<file path="config.mk">
export PLATFORM = sky130hd
export DESIGN_NAME = crc16_frame_builder
export DESIGN_NICKNAME = d
export VERILOG_FILES = /design/src/sv/cfb_pkg.sv /design/src/sv/crc16_frame_builder.sv /design/src/sv/cfb_cmd_fifo.sv /design/src/sv/cfb_front.sv /design/src/sv/cfb_back.sv
export SDC_FILE = /design/constraint.sdc
export NUM_CORES = 1
export LEC_CHECK = 0
export BUFFER_PORTS_ARGS = -buffer_cell sky130_fd_sc_hd__buf_2
export CAP_MARGIN = 10
export CORE_ASPECT_RATIO = 0.8
export CORE_UTILIZATION = 30
export CTS_BUF_LIST = sky130_fd_sc_hd__clkbuf_8
export DETAILED_ROUTE_END_ITERATION = 8
export GPL_TIMING_DRIVEN = 0
export PLACE_DENSITY = 0.41
export SYNTH_ARGS = -nofsm -noshare
export SYNTH_HDL_FRONTEND = slang
export SYNTH_SLANG_ARGS = --single-unit
</file>
<file path="constraint.sdc">
create_clock -name clk -period 9 [get_ports clk]
set_input_delay 0.9 -clock clk [delete_from_list [all_inputs] [get_ports clk]]
set_output_delay 0.9 -clock clk [all_outputs]
set_load 0.01 [all_outputs]
</file>
<file path="src/sv/cfb_pkg.sv">
// ----------------------------------------------------------------------------
// cfb_pkg
// Shared types, constants and the CRC byte update for the frame builder.
// ----------------------------------------------------------------------------
package cfb_pkg;

	// input item opcodes
	localparam logic OP_START   = 1'b0;
	localparam logic OP_PAYLOAD = 1'b1;

	// configuration register indexes
	localparam int CfgIdxW = 2;
	localparam logic [CfgIdxW-1:0] REG_SOF_FIRST   = 2'd0;
	localparam logic [CfgIdxW-1:0] REG_SOF_SECOND  = 2'd1;
	localparam logic [CfgIdxW-1:0] REG_FRAME_LIMIT = 2'd2;

	localparam logic [7:0]  SofFirstReset   = 8'hAA;
	localparam logic [7:0]  SofSecondReset  = 8'h55;
	localparam logic [15:0] FrameLimitReset = 16'd64;

	// CRC-16/CCITT-FALSE
	localparam logic [15:0] CrcPoly = 16'h1021;
	localparam logic [15:0] CrcInit = 16'hFFFF;

	// header (5) plus CRC (2)
	localparam logic [16:0] FrameOverhead = 17'd7;

	// command queue between front and back
	localparam int CmdDepth = 4;
	localparam int CmdPtrW  = $clog2(CmdDepth);
	localparam int CmdCntW  = $clog2(CmdDepth + 1);

	typedef enum logic [1:0] {
		CMD_REJECT,
		CMD_HEADER,
		CMD_DATA
	} cmd_kind_t;

	typedef struct packed {
		cmd_kind_t   kind;
		logic [7:0]  data;   // type byte or payload byte
		logic [15:0] len;    // payload length, header only
		logic        last;   // CRC follows this command
	} cmd_t;

	// one byte through the CRC, MSB first
	function automatic logic [15:0] crc8_update(input logic [15:0] crc_in,
			input logic [7:0] b);
		logic [15:0] c;
		c = crc_in ^ {b, 8'h00};
		for (int i = 0; i < 8; i++) begin
			if (c[15]) begin
				c = {c[14:0], 1'b0} ^ CrcPoly;
			end else begin
				c = {c[14:0], 1'b0};
			end
		end
		return c;
	endfunction

endpackage

</file>
<file path="src/sv/crc16_frame_builder.sv">
// ----------------------------------------------------------------------------
// crc16_frame_builder
// Byte-stream framer: header, payload pass-through, CRC-16/CCITT-FALSE trailer.
// ----------------------------------------------------------------------------
//
//  channel   handshake          payload
//  -------   ----------------   ------------------------------------------
//  input     push / full        op, pkt_type, body_len, data_byte
//  result    empty / pop        frame_byte, end_of_frame, rejected
//  config    cfg_we             cfg_idx, cfg_wdata
//
//  One input item is accepted per cycle while the 4-entry command queue has
//  room. The byte sequencer emits one frame byte per cycle while the output
//  register is free or popped: a payload byte or rejection gives one result,
//  the last payload byte adds the CRC, and a header gives SOF, type and length
//  bytes (and the CRC for an empty frame). The output register is refilled
//  in the same cycle it is popped if a command is waiting. Reset clears the
//  open-frame tracking, queue, output valid flag; restores register defaults.
//
module crc16_frame_builder (
	input  logic                         clk,
	input  logic                         arst_n,
	// input items
	input  logic                         push,
	output logic                         full,
	input  logic                         op,
	input  logic [7:0]                   pkt_type,
	input  logic [15:0]                  body_len,
	input  logic [7:0]                   data_byte,
	// result items
	output logic                         empty,
	input  logic                         pop,
	output logic [7:0]                   frame_byte,
	output logic                         end_of_frame,
	output logic                         rejected,
	// configuration
	input  logic                         cfg_we,
	input  logic [cfb_pkg::CfgIdxW-1:0]  cfg_idx,
	input  logic [15:0]                  cfg_wdata
);

	logic [7:0]    sof_first_q;
	logic [7:0]    sof_second_q;
	logic [15:0]   frame_limit_q;

	logic          accept;
	logic          cmd_push;
	cfb_pkg::cmd_t cmd_in;
	cfb_pkg::cmd_t cmd_head;
	logic          cmd_empty;
	logic          cmd_pop;

	// configuration registers; indexes past the list are ignored
	always_ff @(posedge clk or negedge arst_n) begin
		if (!arst_n) begin
			sof_first_q   <= cfb_pkg::SofFirstReset;
			sof_second_q  <= cfb_pkg::SofSecondReset;
			frame_limit_q <= cfb_pkg::FrameLimitReset;
		end else if (cfg_we) begin
			case (cfg_idx)
				cfb_pkg::REG_SOF_FIRST:   sof_first_q   <= cfg_wdata[7:0];
				cfb_pkg::REG_SOF_SECOND:  sof_second_q  <= cfg_wdata[7:0];
				cfb_pkg::REG_FRAME_LIMIT: frame_limit_q <= cfg_wdata;
				default: begin
				end
			endcase
		end
	end

	// full comes straight from the command queue; dropped payload items are
	// still accepted but never reach it
	assign accept = push && !full;

	cfb_front u_front (
		.clk         (clk),
		.arst_n      (arst_n),
		.accept      (accept),
		.op          (op),
		.pkt_type    (pkt_type),
		.body_len    (body_len),
		.data_byte   (data_byte),
		.frame_limit (frame_limit_q),
		.cmd_push    (cmd_push),
		.cmd         (cmd_in)
	);

	cfb_cmd_fifo u_cmd_fifo (
		.clk     (clk),
		.arst_n  (arst_n),
		.wr_en   (cmd_push),
		.wr_cmd  (cmd_in),
		.rd_en   (cmd_pop),
		.rd_cmd  (cmd_head),
		.q_empty (cmd_empty),
		.q_full  (full)
	);

	// sof bytes must only change while idle (the block does not enforce it); the back end reads them live
	cfb_back u_back (
		.clk          (clk),
		.arst_n       (arst_n),
		.cmd          (cmd_head),
		.cmd_valid    (!cmd_empty),
		.sof_first    (sof_first_q),
		.sof_second   (sof_second_q),
		.pop          (pop),
		.cmd_pop      (cmd_pop),
		.frame_byte   (frame_byte),
		.end_of_frame (end_of_frame),
		.rejected     (rejected),
		.empty        (empty)
	);

	// a rejection result always closes the frame
	assert property (@(posedge clk) disable iff (!arst_n)
		(!empty && rejected) |-> end_of_frame)
		else $error("rejection without end_of_frame");

	// a full queue must hold work for the back end
	assert property (@(posedge clk) disable iff (!arst_n)
		full |-> !cmd_empty)
		else $error("queue full but empty");

	// a result only appears after the back end had a command
	assert property (@(posedge clk) disable iff (!arst_n)
		(!empty && $past(empty)) |-> $past(!cmd_empty))
		else $error("result appeared without a command");

	// the queue releases a command only when it holds one
	assert property (@(posedge clk) disable iff (!arst_n)
		cmd_pop |-> !cmd_empty)
		else $error("command popped from an empty queue");

endmodule

</file>
<file path="src/sv/cfb_cmd_fifo.sv">
// ----------------------------------------------------------------------------
// cfb_cmd_fifo
// Small command queue that decouples the classifier from the byte sequencer.
// ----------------------------------------------------------------------------
module cfb_cmd_fifo (
	input  logic          clk,
	input  logic          arst_n,
	input  logic          wr_en,
	input  cfb_pkg::cmd_t wr_cmd,
	input  logic          rd_en,
	output cfb_pkg::cmd_t rd_cmd,
	output logic          q_empty,
	output logic          q_full
);

	cfb_pkg::cmd_t                    mem_q [cfb_pkg::CmdDepth];
	logic [cfb_pkg::CmdPtrW-1:0]      wr_ptr_q;
	logic [cfb_pkg::CmdPtrW-1:0]      rd_ptr_q;
	logic [cfb_pkg::CmdCntW-1:0]      count_q;
	logic                             do_wr;
	logic                             do_rd;

	assign q_empty = (count_q == '0);
	assign q_full  = (count_q == cfb_pkg::CmdCntW'(cfb_pkg::CmdDepth));
	assign do_wr   = wr_en && !q_full;
	assign do_rd   = rd_en && !q_empty;
	assign rd_cmd  = mem_q[rd_ptr_q];

	always_ff @(posedge clk) begin
		if (do_wr) begin
			mem_q[wr_ptr_q] <= wr_cmd;
		end
	end

	always_ff @(posedge clk or negedge arst_n) begin
		if (!arst_n) begin
			wr_ptr_q <= '0;
			rd_ptr_q <= '0;
			count_q  <= '0;
		end else begin
			if (do_wr) begin
				wr_ptr_q <= (wr_ptr_q == cfb_pkg::CmdPtrW'(cfb_pkg::CmdDepth - 1)) ?
					'0 : wr_ptr_q + 1'b1;
			end
			if (do_rd) begin
				rd_ptr_q <= (rd_ptr_q == cfb_pkg::CmdPtrW'(cfb_pkg::CmdDepth - 1)) ?
					'0 : rd_ptr_q + 1'b1;
			end
			if (do_wr && !do_rd) begin
				count_q <= count_q + 1'b1;
			end else if (do_rd && !do_wr) begin
				count_q <= count_q - 1'b1;
			end
		end
	end

endmodule

</file>
<file path="src/sv/cfb_front.sv">
// ----------------------------------------------------------------------------
// cfb_front
// Classifies accepted items into commands and tracks the open frame.
// ----------------------------------------------------------------------------
module cfb_front (
	input  logic          clk,
	input  logic          arst_n,
	input  logic          accept,
	input  logic          op,
	input  logic [7:0]    pkt_type,
	input  logic [15:0]   body_len,
	input  logic [7:0]    data_byte,
	input  logic [15:0]   frame_limit,
	output logic          cmd_push,
	output cfb_pkg::cmd_t cmd
);

	logic        in_frame_q;
	logic [15:0] remain_q;
	logic        in_frame_d;
	logic [15:0] remain_d;
	logic [16:0] total;
	logic        oversize;

	// length sum kept at 17 bits so it never wraps
	assign total    = {1'b0, body_len} + cfb_pkg::FrameOverhead;
	assign oversize = total > {1'b0, frame_limit};

	always_comb begin
		cmd_push   = 1'b0;
		cmd.kind   = cfb_pkg::CMD_DATA;
		cmd.data   = data_byte;
		cmd.len    = body_len;
		cmd.last   = 1'b0;
		in_frame_d = in_frame_q;
		remain_d   = remain_q;
		if (accept) begin
			if (op == cfb_pkg::OP_START) begin
				cmd_push = 1'b1;
				if (oversize) begin
					cmd.kind   = cfb_pkg::CMD_REJECT;
					in_frame_d = 1'b0;
					remain_d   = '0;
				end else begin
					cmd.kind   = cfb_pkg::CMD_HEADER;
					cmd.data   = pkt_type;
					cmd.last   = (body_len == '0);
					in_frame_d = (body_len != '0);
					remain_d   = body_len;
				end
			end else if (in_frame_q) begin
				// payload byte; dropped when no frame is open
				cmd_push = 1'b1;
				cmd.last = (remain_q == 16'd1);
				remain_d = remain_q - 1'b1;
				if (remain_q == 16'd1) begin
					in_frame_d = 1'b0;
				end
			end
		end
	end

	always_ff @(posedge clk or negedge arst_n) begin
		if (!arst_n) begin
			in_frame_q <= 1'b0;
			remain_q   <= '0;
		end else begin
			in_frame_q <= in_frame_d;
			remain_q   <= remain_d;
		end
	end

endmodule

</file>
<file path="src/sv/cfb_back.sv">
// ----------------------------------------------------------------------------
// cfb_back
// Byte sequencer: expands commands into frame bytes, runs the CRC and holds
// the output register.
// ----------------------------------------------------------------------------
module cfb_back (
	input  logic          clk,
	input  logic          arst_n,
	input  cfb_pkg::cmd_t cmd,
	input  logic          cmd_valid,
	input  logic [7:0]    sof_first,
	input  logic [7:0]    sof_second,
	input  logic          pop,
	output logic          cmd_pop,
	output logic [7:0]    frame_byte,
	output logic          end_of_frame,
	output logic          rejected,
	output logic          empty
);

	// header steps
	localparam logic [2:0] HSTEP_SOF1   = 3'd0;
	localparam logic [2:0] HSTEP_SOF2   = 3'd1;
	localparam logic [2:0] HSTEP_TYPE   = 3'd2;
	localparam logic [2:0] HSTEP_LEN_LO = 3'd3;
	localparam logic [2:0] HSTEP_LEN_HI = 3'd4;
	localparam logic [2:0] HSTEP_CRC_LO = 3'd5;
	localparam logic [2:0] HSTEP_CRC_HI = 3'd6;
	// payload steps
	localparam logic [2:0] DSTEP_BYTE   = 3'd0;
	localparam logic [2:0] DSTEP_CRC_LO = 3'd1;
	localparam logic [2:0] DSTEP_CRC_HI = 3'd2;

	logic [2:0]  step_q;
	logic [15:0] crc_q;
	logic        out_valid_q;
	logic [7:0]  byte_q;
	logic        eof_q;
	logic        rej_q;

	logic        emit;
	logic [7:0]  byte_sel;
	logic        eof_sel;
	logic        rej_sel;
	logic        crc_upd;
	logic        last_step;
	logic [15:0] crc_base;
	logic [15:0] crc_next;

	assign emit    = cmd_valid && (!out_valid_q || pop);
	assign cmd_pop = emit && last_step;

	always_comb begin
		byte_sel  = '0;
		eof_sel   = 1'b0;
		rej_sel   = 1'b0;
		crc_upd   = 1'b0;
		last_step = 1'b0;
		case (cmd.kind)
			cfb_pkg::CMD_REJECT: begin
				eof_sel   = 1'b1;
				rej_sel   = 1'b1;
				last_step = 1'b1;
			end
			cfb_pkg::CMD_HEADER: begin
				case (step_q)
					HSTEP_SOF1: begin
						byte_sel = sof_first;
						crc_upd  = 1'b1;
					end
					HSTEP_SOF2: begin
						byte_sel = sof_second;
						crc_upd  = 1'b1;
					end
					HSTEP_TYPE: begin
						byte_sel = cmd.data;
						crc_upd  = 1'b1;
					end
					HSTEP_LEN_LO: begin
						byte_sel = cmd.len[7:0];
						crc_upd  = 1'b1;
					end
					HSTEP_LEN_HI: begin
						byte_sel  = cmd.len[15:8];
						crc_upd   = 1'b1;
						last_step = !cmd.last;
					end
					HSTEP_CRC_LO: begin
						byte_sel = crc_q[7:0];
					end
					HSTEP_CRC_HI: begin
						byte_sel  = crc_q[15:8];
						eof_sel   = 1'b1;
						last_step = 1'b1;
					end
					default: begin
						last_step = 1'b1;
					end
				endcase
			end
			cfb_pkg::CMD_DATA: begin
				case (step_q)
					DSTEP_BYTE: begin
						byte_sel  = cmd.data;
						crc_upd   = 1'b1;
						last_step = !cmd.last;
					end
					DSTEP_CRC_LO: begin
						byte_sel = crc_q[7:0];
					end
					DSTEP_CRC_HI: begin
						byte_sel  = crc_q[15:8];
						eof_sel   = 1'b1;
						last_step = 1'b1;
					end
					default: begin
						last_step = 1'b1;
					end
				endcase
			end
			default: begin
				last_step = 1'b1;
			end
		endcase
	end

	// the first header byte restarts the CRC
	assign crc_base = (cmd.kind == cfb_pkg::CMD_HEADER && step_q == HSTEP_SOF1) ?
		cfb_pkg::CrcInit : crc_q;
	assign crc_next = cfb_pkg::crc8_update(crc_base, byte_sel);

	always_ff @(posedge clk or negedge arst_n) begin
		if (!arst_n) begin
			step_q      <= '0;
			crc_q       <= cfb_pkg::CrcInit;
			out_valid_q <= 1'b0;
		end else begin
			if (emit) begin
				step_q      <= last_step ? '0 : step_q + 1'b1;
				out_valid_q <= 1'b1;
				if (crc_upd) begin
					crc_q <= crc_next;
				end else if (cmd.kind == cfb_pkg::CMD_REJECT) begin
					crc_q <= cfb_pkg::CrcInit;
				end
			end else if (pop) begin
				out_valid_q <= 1'b0;
			end
		end
	end

	always_ff @(posedge clk) begin
		if (emit) begin
			byte_q <= byte_sel;
			eof_q  <= eof_sel;
			rej_q  <= rej_sel;
		end
	end

	assign empty        = !out_valid_q;
	assign frame_byte   = byte_q;
	assign end_of_frame = eof_q;
	assign rejected     = rej_q;

endmodule
</file>
# == Yosys cells after proc, flatten, opt, wreduce, memory -nomap -nowiden ==
# Memories as Yosys holds them, arrays and structs flattened.
# Cells that the tools add are included.
# classes
add_sub_neg,7
order_cmp,1
n_eq_ne,15
n_mux,51
n_bitwise,9
reduce_logical,31
# op_table
op,count
2-to-1 mux 13 bit,8
2-to-1 mux 16 bit,6
case mux 8 bit (7 select lines),1
NOT 3 bit,8
case mux 8 bit (3 select lines),1
2-to-1 mux 1 bit,21
2-to-1 mux 10 bit,2
adder 16 x 3 -> 17 bit (second input constant),1
greater-than comparator 17 x 16 -> 1 bit,1
equality test 16 x 1 -> 1 bit (second input constant),1
zero test 16 bit,1
case mux 8 bit (2 select lines),1
nonzero test 16 bit,1
subtractor 16 x 1 -> 16 bit (second input constant),1
bitwise XOR 16 bit,1
equality test 3 bit (second input constant),4
AND reduction 2 bit,5
OR reduction 5 bit,2
2-to-1 mux 3 bit,3
equality test 2 bit (second input constant),4
logical AND 1 bit,8
2-to-1 mux 8 bit,1
case mux 1 bit (2 select lines),4
adder 3 x 1 -> 3 bit (second input constant),2
13 further kinds,26
# totals
ff_bits,86
ram_bits,108
in_bits,56
output_inout_bits,12
wordCells,129
n_memories,1
# memory_table
name,words,width,rd,rd_clocked_by_memory_dff,wr,line_no,rtl
u_cmd_fifo.mem_q,4,27,1,0,1,cfb_cmd_fifo.sv:16,cfb_pkg::cmd_t mem_q [cfb_pkg::CmdDepth];

# == Depth between registers and ports, before layout ==
# Gate-level depths: netlist (run 1).
# An unclocked memory read counts as a cell.
# logic_depth
ltp_word,22
ltp_mapped,16
mapped_depth_nobuf,15

# == By module ==
# A second synthesis (run 1) with hierarchy kept.
# unflattened
cells_unflattened,800
hier_area_um2,10346.2
# by_module_without_submodules
mod,instances,cells_per_inst,area_per_inst_um2,seq_area_each_um2
cfb_cmd_fifo,1,178,4336.7,3418.3
cfb_back,1,287,2710.1,820.8
cfb_front,1,265,2055.7,425.4
crc16_frame_builder,1,70,1243.7,812.0

# == Worst setup path before layout (run 1) ==
# OpenSTA, ideal clock, no wires.
# synth_path
path_type,input port to flip-flop
from,input port body_len[0]
to,"memory u_cmd_fifo.mem_q[0][20] in the netlist's numbering, data pin"
setup_ps,266
t_arrival_ps,3780
required_time_ps,8734
path_slack_ps,4954
cell_stages,16
n_path_buf,1
cell_sequence,inv_1 > ha_1 > nand2b_1 > and3_1 > nor2b_1 > nand2b_1 > xnor2_1 > ha_1 > a21o_1 > a21oi_1 > nor2b_1 > o311ai_0 > a221oi_1 > nor3b_2 > buf_2 > mux2_2
# synth_rtl
element,line_no,rtl
start: declaration,crc16_frame_builder.sv:28,"input logic [15:0] body_len,"
end: declaration,cfb_cmd_fifo.sv:16,

# == Worst setup path after layout (run 1) ==
# layout_path
from,input port body_len[0]
to,register u_front.remain_q[13]
# layout_between
elab_chain_cells,4
# layout_lines
element,line_no,rtl
adder 16 x 3 -> 17 bit,cfb_front.sv:26,"assign total = {1'b0, body_len} + cfb_pkg::FrameOverhead;"
greater-than comparator 17 x 16 -> 1 bit,cfb_front.sv:27,"assign oversize = total > {1'b0, frame_limit};"
2-to-1 mux 16 bit,cfb_front.sv:40,if (oversize) begin
2-to-1 mux 16 bit,cfb_front.sv:38,if (op == cfb_pkg::OP_START) begin
end signal: assignment,cfb_front.sv:69,remain_q <= remain_d;
end: declaration,cfb_front.sv:19,logic [15:0] remain_q;
# Every way passes these cells.
# A chain may end at the register's enable or synchronous reset.

==> flow_metrics.tcl, run 1 <==
set metrics [dict create \
    final_cell_mix "edfxtp_1, buf_2, nor2_1" \
    viasPerCell 4.90 \
    cp_max_fo 13 \
    io_buffers 67 \
    initial_core_util_pct 30.4 \
    irDropWorstVdd_mv 0.121 \
    multi_input_area_um2 4060 \
    drc 0 \
    p_leak_uw 0.00436 \
    powerDensity_nw_per_um2 315 \
    cp.required_ps 9370 \
    status "finished clean" \
    grt_use_total_pct 17.2 \
    finalInstanceArea_um2 11300 \
    cpMostUsedCell "ha_1" \
    ant_nets 0 \
    cp_slowest_cell "a221oi_1" \
    syn_area_um2 9880 \
    synth-seq-cells 194 \
    synthCells 768 \
    cpPeakStageDelay_ps 930 \
    p_int_uw 2180 \
    slew_headroom_pct 29.0 \
    synth_edf_count 118 \
    synthFlopType "edfxtp_1" \
    finalHoldViolCount 0 \
    dieArea_um2 33700 \
    power_frac_clock_pct 18.6 \
    switching_share_pct 38.5 \
    clk_pin_slew_ps 100 \
    cp-start-kind "primary input" \
    end_kind "flop" \
    num_vias 6352 \
    syn_area_per_cell_um2 12.9 \
    drive_gt1_share_pct 25.2 \
    cts_made_buffers 17 \
    drt_pre_antenna_iters 4 \
    placed_area_um2 10800 \
    nets 947 \
    ys.warnings.count 0 \
    cts_htree_levels 4 \
    wl_um 27300 \
    clock_path_buffers 2 \
    nFillCells 3274 \
    post_cts_buffers 0 \
    critPathKind "in -> reg" \
    antenna_cells 0 \
    p_sw_uw 1360 \
    boundaryPins 68 \
    synth-seq-area-share_pct 55.4 \
    grt_pass1_vias 6406 \
    routedWlPerCell_um 21.1 \
    setup_viol 0 \
    cts_tree "done" \
    drt_iter0_markers 450 \
    worst_pin_slew_ps 1070 \
    worstPathArrival_ps 5400 \
    grt_first_pass_wirelength_um 41700 \
    clk_latency_ps 490 \
    ctsResizeCount 0 \
    fp.dieW_um 205 \
    rsz0062_at_grt "no" \
    final_common_cell "edfxtp_1" \
    max_cap_violations 0 \
    cts-root-buf "clkbuf_8" \
    cts_sinks 194 \
    core_area_um2 32500 \
    synth.net_count 859 \
    period_share_pct 55.9 \
    area_growth_pct 13.8 \
    min_path_type "in -> async" \
    skew_ps 18.3 \
    register_area_um2 5480 \
    synth_cell_types 74 \
    cp_cell_sequence "buf_2 -> inv_1 -> ha_1 -> nand2b_1 -> and3_1 -> nor2b_1 -> nand2_1 -> xnor2_1 -> ha_1 -> and4_1 -> o21ai_0 -> a21oi_1 -> o311ai_0 -> a221oi_1 -> nor3b_2 -> clkbuf_1 -> a221o_1" \
    core.rowCount 59 \
    antenna_found_initial 0 \
    drv_slew 0 \
    grt_max_degree 48 \
    power_frac_seq_pct 37.8 \
    fmax_ghz 0.199 \
    final_util_pct 34.6 \
    fp.dieH_um 164 \
    gp_congestion 0.814 \
    grt_overflow 0 \
    synthArstFlopShare_pct 39.2 \
    postCtsHoldBufs 0 \
    dp_hpwl_um 19700 \
    finalSetupTns_ps 0 \
    fin_crit_ps 5030 \
    combinationalPowerShare_pct 43.6 \
]
-- metrics by stage --
step,cells,power (uW),worst slack [ps],hold WS (ps)
after floorplan,768,2450,4950,464
after global placement,1262,2920,3380,490
after detailed placement,1264,2910,3380,492
after CTS,1296,3580,3920,337
after global routing,1296,3780,3630,350
final,1296,3540,3970,364
-- sequential cells by signal (all words and copies together), names as in the netlist --
name / flops
u_cmd_fifo.wr_ptr_q: 2
u_back.rejected: 1
u_cmd_fifo.count_q: 3
sof_first_q: 8
u_cmd_fifo.rd_ptr_q: 2
u_back.end_of_frame: 1
u_back.frame_byte: 8
u_back.step_q: 3
u_front.remain_q: 16
sof_second_q: 8
u_back.out_valid_q: 1
frame_limit_q: 16
u_front.in_frame_q: 1
u_cmd_fifo.mem_q: 108
u_back.crc_q: 16
-- worst paths after layout --
| path | from | end | slack, ps | cells past startpoint |
|---|---|---|---|---|
| hold reg to reg | u_cmd_fifo.count_q[2] | u_cmd_fifo.count_q[2] | 510 | 1 |
| setup / recovery | body_len[0] | u_front.remain_q[13] | 3970 | 17 |
| hold / removal | arst_n | frame_limit_q[1] | 360 | 1 |
| setup reg to reg | u_cmd_fifo.rd_ptr_q[0] | u_back.crc_q[8] | 4960 | 14 |
| min in group clk | u_cmd_fifo.count_q[2] | u_cmd_fifo.count_q[2] | 510 | 1 |
| max in group asynchronous | arst_n | sof_first_q[7] | 7980 | 2 |
-- layer usage --
layer	up-vias	track usage [%]	share of wire [%]
li1	3048	-	-
met1	3181	26.1	53
met2	107	24.8	43
met3	16	3.29	3.1
met4	0	4.04	1.2
met5	-	0	0
-- power groups by stage --
stage          clock network [uW]  logic [uW]  registers (uW)
3_3_place_gp                    0        1560            1360
4_1_cts                       680        1560            1340
5_1_grt                       711        1700            1370
6_report                      659        1540            1340
3_5_place_dp                    0        1560            1360
2_1_floorplan                   0        1130            1320
-- cells in the mapped netlist, types with 18 or more instances --
| cell | n | area share, % |
|---|---|---|
| edfxtp_1 | 118 | 36 |
| nor2_1 | 57 | 2.2 |
| dfrtp_1 | 51 | 13 |
| mux2_2 | 50 | 5.7 |
| inv_1 | 42 | 1.6 |
| a21oi_1 | 39 | 2.0 |
| nand2_1 | 38 | 1.4 |
| mux2i_1 | 35 | 3.5 |
| ha_1 | 34 | 4.3 |
| dfstp_2 | 25 | 6.6 |
| xnor2_1 | 21 | 1.9 |
| o21ai_0 | 18 | 0.91 |
-- critical path: cells and delay by family --
family	cells	cell delay, ps
AOI/OAI and AO/OA	5	1760
xor gates and xnor gates	1	160
buffers and inverters	3	720
adders and majority gates	2	530
and+or+nand+nor	6	1300
-- logic make-up (layout without fill, tap and decap cells) --
family | after synthesis | in the layout | synth area share (%)
compound gates | 144 | 144 | 10.4
simple gates | 187 | 187 | 9.54
buf+inv | 71 | 172 | 3.57
mux | 98 | 98 | 12.5
flops | 194 | 194 | 55.4
xor+xnor | 39 | 39 | 4.11
fa+ha+maj | 35 | 35 | 4.51
-- cell type report --
cell class / instances / share of cell area, %
Timing Repair Buffer: 69 / 3.31
Buffer: 28 / 1.70
Clock buffer: 18 / 2.20
Clock inverter: 14 / 1.83
Sequential cell: 194 / 48.7
Multi-Input combinational cell: 503 / 36.1
Tap cell: 427 / 4.75
Inverter: 43 / 1.43
Power figures use the tool's default switching activity.
==> run 2: changes to the inputs <==
- clock period: 9 -> 5.2 ns (I/O delays scaled with it)
==> run 2 against run 1 <==
Clock skew barely moved. Combinational power rose by 73%. Sequential cell count did not move. Highest routed layer unchanged.
==> flow_metrics.tcl, run 2 (synthesized netlist as in run 1, its figures left out) <==
set metrics [dict create \
    drt_iter0_markers 515 \
    p_leak_uw 0.00436 \
    slew_headroom_pct 29.9 \
    antenna_found_initial 0 \
    power_frac_seq_pct 37.8 \
    fin_crit_ps 4650 \
    viasPerCell 4.91 \
    fp.dieH_um 164 \
    power_frac_clock_pct 18.6 \
    end_kind "flop" \
    gp_congestion 0.814 \
    nets 948 \
    cp.required_ps 5570 \
    max_cap_violations 0 \
    area_growth_pct 13.9 \
    multi_input_area_um2 4060 \
    irDropWorstVdd_mv 0.208 \
    grt_overflow 0 \
    placed_area_um2 10800 \
    drive_gt1_share_pct 25.2 \
    dp_slack_ps -38.8 \
    grt_use_total_pct 17.2 \
    status "finished clean" \
    core_area_um2 32500 \
    cts_tree "done" \
    period_share_pct 89.4 \
    cts-root-buf "clkbuf_8" \
    clk_latency_ps 490 \
    dieArea_um2 33700 \
    grt_max_degree 48 \
    setup_viol 0 \
    min_path_type "in -> reg" \
    boundaryPins 68 \
    final_common_cell "edfxtp_1" \
    critPathKind "in -> reg" \
    fp.dieW_um 205 \
    cp_max_fo 13 \
    powerDensity_nw_per_um2 544 \
    cp-start-kind "primary input" \
    grt_first_pass_wirelength_um 41700 \
    skew_ps 18.2 \
    final-instance-count-excl-fill 1297 \
    io_buffers 67 \
    cts_sinks 194 \
    nFillCells 3273 \
    clock_path_buffers 2 \
    worst_slack_ps 553 \
    final_util_pct 34.7 \
    finalInstanceArea_um2 11300 \
    drv_slew 0 \
    grt_use_met1_pct 26.1 \
    drt_pre_antenna_iters 5 \
    largest_reg_flops 108 \
    post_cts_buffers 0 \
    finalHoldViolCount 0 \
    finalSetupTns_ps 0 \
    grt-busiest-layer "met1" \
    final_cell_mix "edfxtp_1, buf_2, nor2_1" \
    dp_hpwl_um 19700 \
    initial_core_util_pct 30.4 \
    grt_pass1_vias 6411 \
    register_area_um2 5480 \
    grt_util_met2_pct 24.8 \
    cts_htree_levels 4 \
    worstPathArrival_ps 5020 \
    p_int_uw 3770 \
    fmax_ghz 0.215 \
    combinationalPowerShare_pct 43.6 \
    grt_use_met3_pct 3.29 \
    postCtsHoldBufs 1 \
    antenna_cells 0 \
    largest-register "u_cmd_fifo.mem_q" \
    ant_nets 0 \
    ctsResizeCount 0 \
    routedWlPerCell_um 21.1 \
    p_sw_uw 2360 \
    num_vias 6373 \
    cts_made_buffers 17 \
    rsz0062_at_grt "no" \
    clk_pin_slew_ps 100 \
    core.rowCount 59 \
    wl_um 27300 \
    switching_share_pct 38.5 \
    drc 0 \
    worst_pin_slew_ps 1050 \
    dp.cells 1264 \
]
[run 2: cell types whose count changed in the layout (fill, tap and decap cells not counted), sizes merged]
cell,previous run,this run
dlygate4sd3,0,1
[run 2: final timing paths]
path / startpoint / end / slack (ps) / depth (start not counted)
setup reg to reg: u_cmd_fifo.rd_ptr_q[0] / u_back.crc_q[8] / 1140 / 14
hold / removal: pop / u_back.out_valid_q / 240 / 2
hold reg to reg: u_cmd_fifo.count_q[2] / u_cmd_fifo.count_q[2] / 510 / 1
max in group asynchronous: arst_n / sof_first_q[7] / 4020 / 3
min in group asynchronous: arst_n / frame_limit_q[1] / 530 / 2
setup / recovery: body_len[0] / u_front.remain_q[13] / 550 / 17
[run 2: power groups by stage]
stage | clock network [uW] | logic, uW | registers [uW]
finish | 1140 | 2670 | 2320
global route | 1230 | 2950 | 2370
CTS | 1180 | 2700 | 2320
detailed placement | 0 | 2690 | 2350
global placement | 0 | 2700 | 2350
floorplan | 0 | 1950 | 2280
[run 2: worst max-delay path: stages]
cell,delay (ps)
buf_2,220
inv_1,80
ha_1,220
nand2b_1,220
and3_1,210
nor2b_1,290
nand2_1,110
xnor2_1,160
ha_1,310
and4_1,210
o21ai_0,110
a21oi_1,160
o311ai_0,150
a221oi_1,920
nor3b_2,270
clkbuf_1,420
a221o_1,410
[run 2: per-stage QoR]
stage          hold WS [ps]  total power (uW)
6_report                238              6120
4_1_cts                 179              6200
2_1_floorplan           224              4240
5_1_grt                 193              6550
3_3_place_gp            490              5050
3_5_place_dp            492              5040
[run 2: layout make-up]
cell class              instances  share of cell area, %
flip-flops and latches        194                   48.6
multi-input cells             503                   36.1
well taps                     427                   4.74
repair buffers                 70                   3.40
clock buffers                  18                   2.20
clock inverters                14                   1.83
plain buffers                  28                   1.70
inverters                      43                   1.43
[run 2: per-layer routing]
| metal | share of wire, % | wire length (um) |
|---|---|---|
| met3 | 3.1 | 857 |
| met2 | 43 | 11800 |
| met4 | 1.2 | 331 |
| met1 | 53 | 14400 |
| met5 | 0 | 0 |
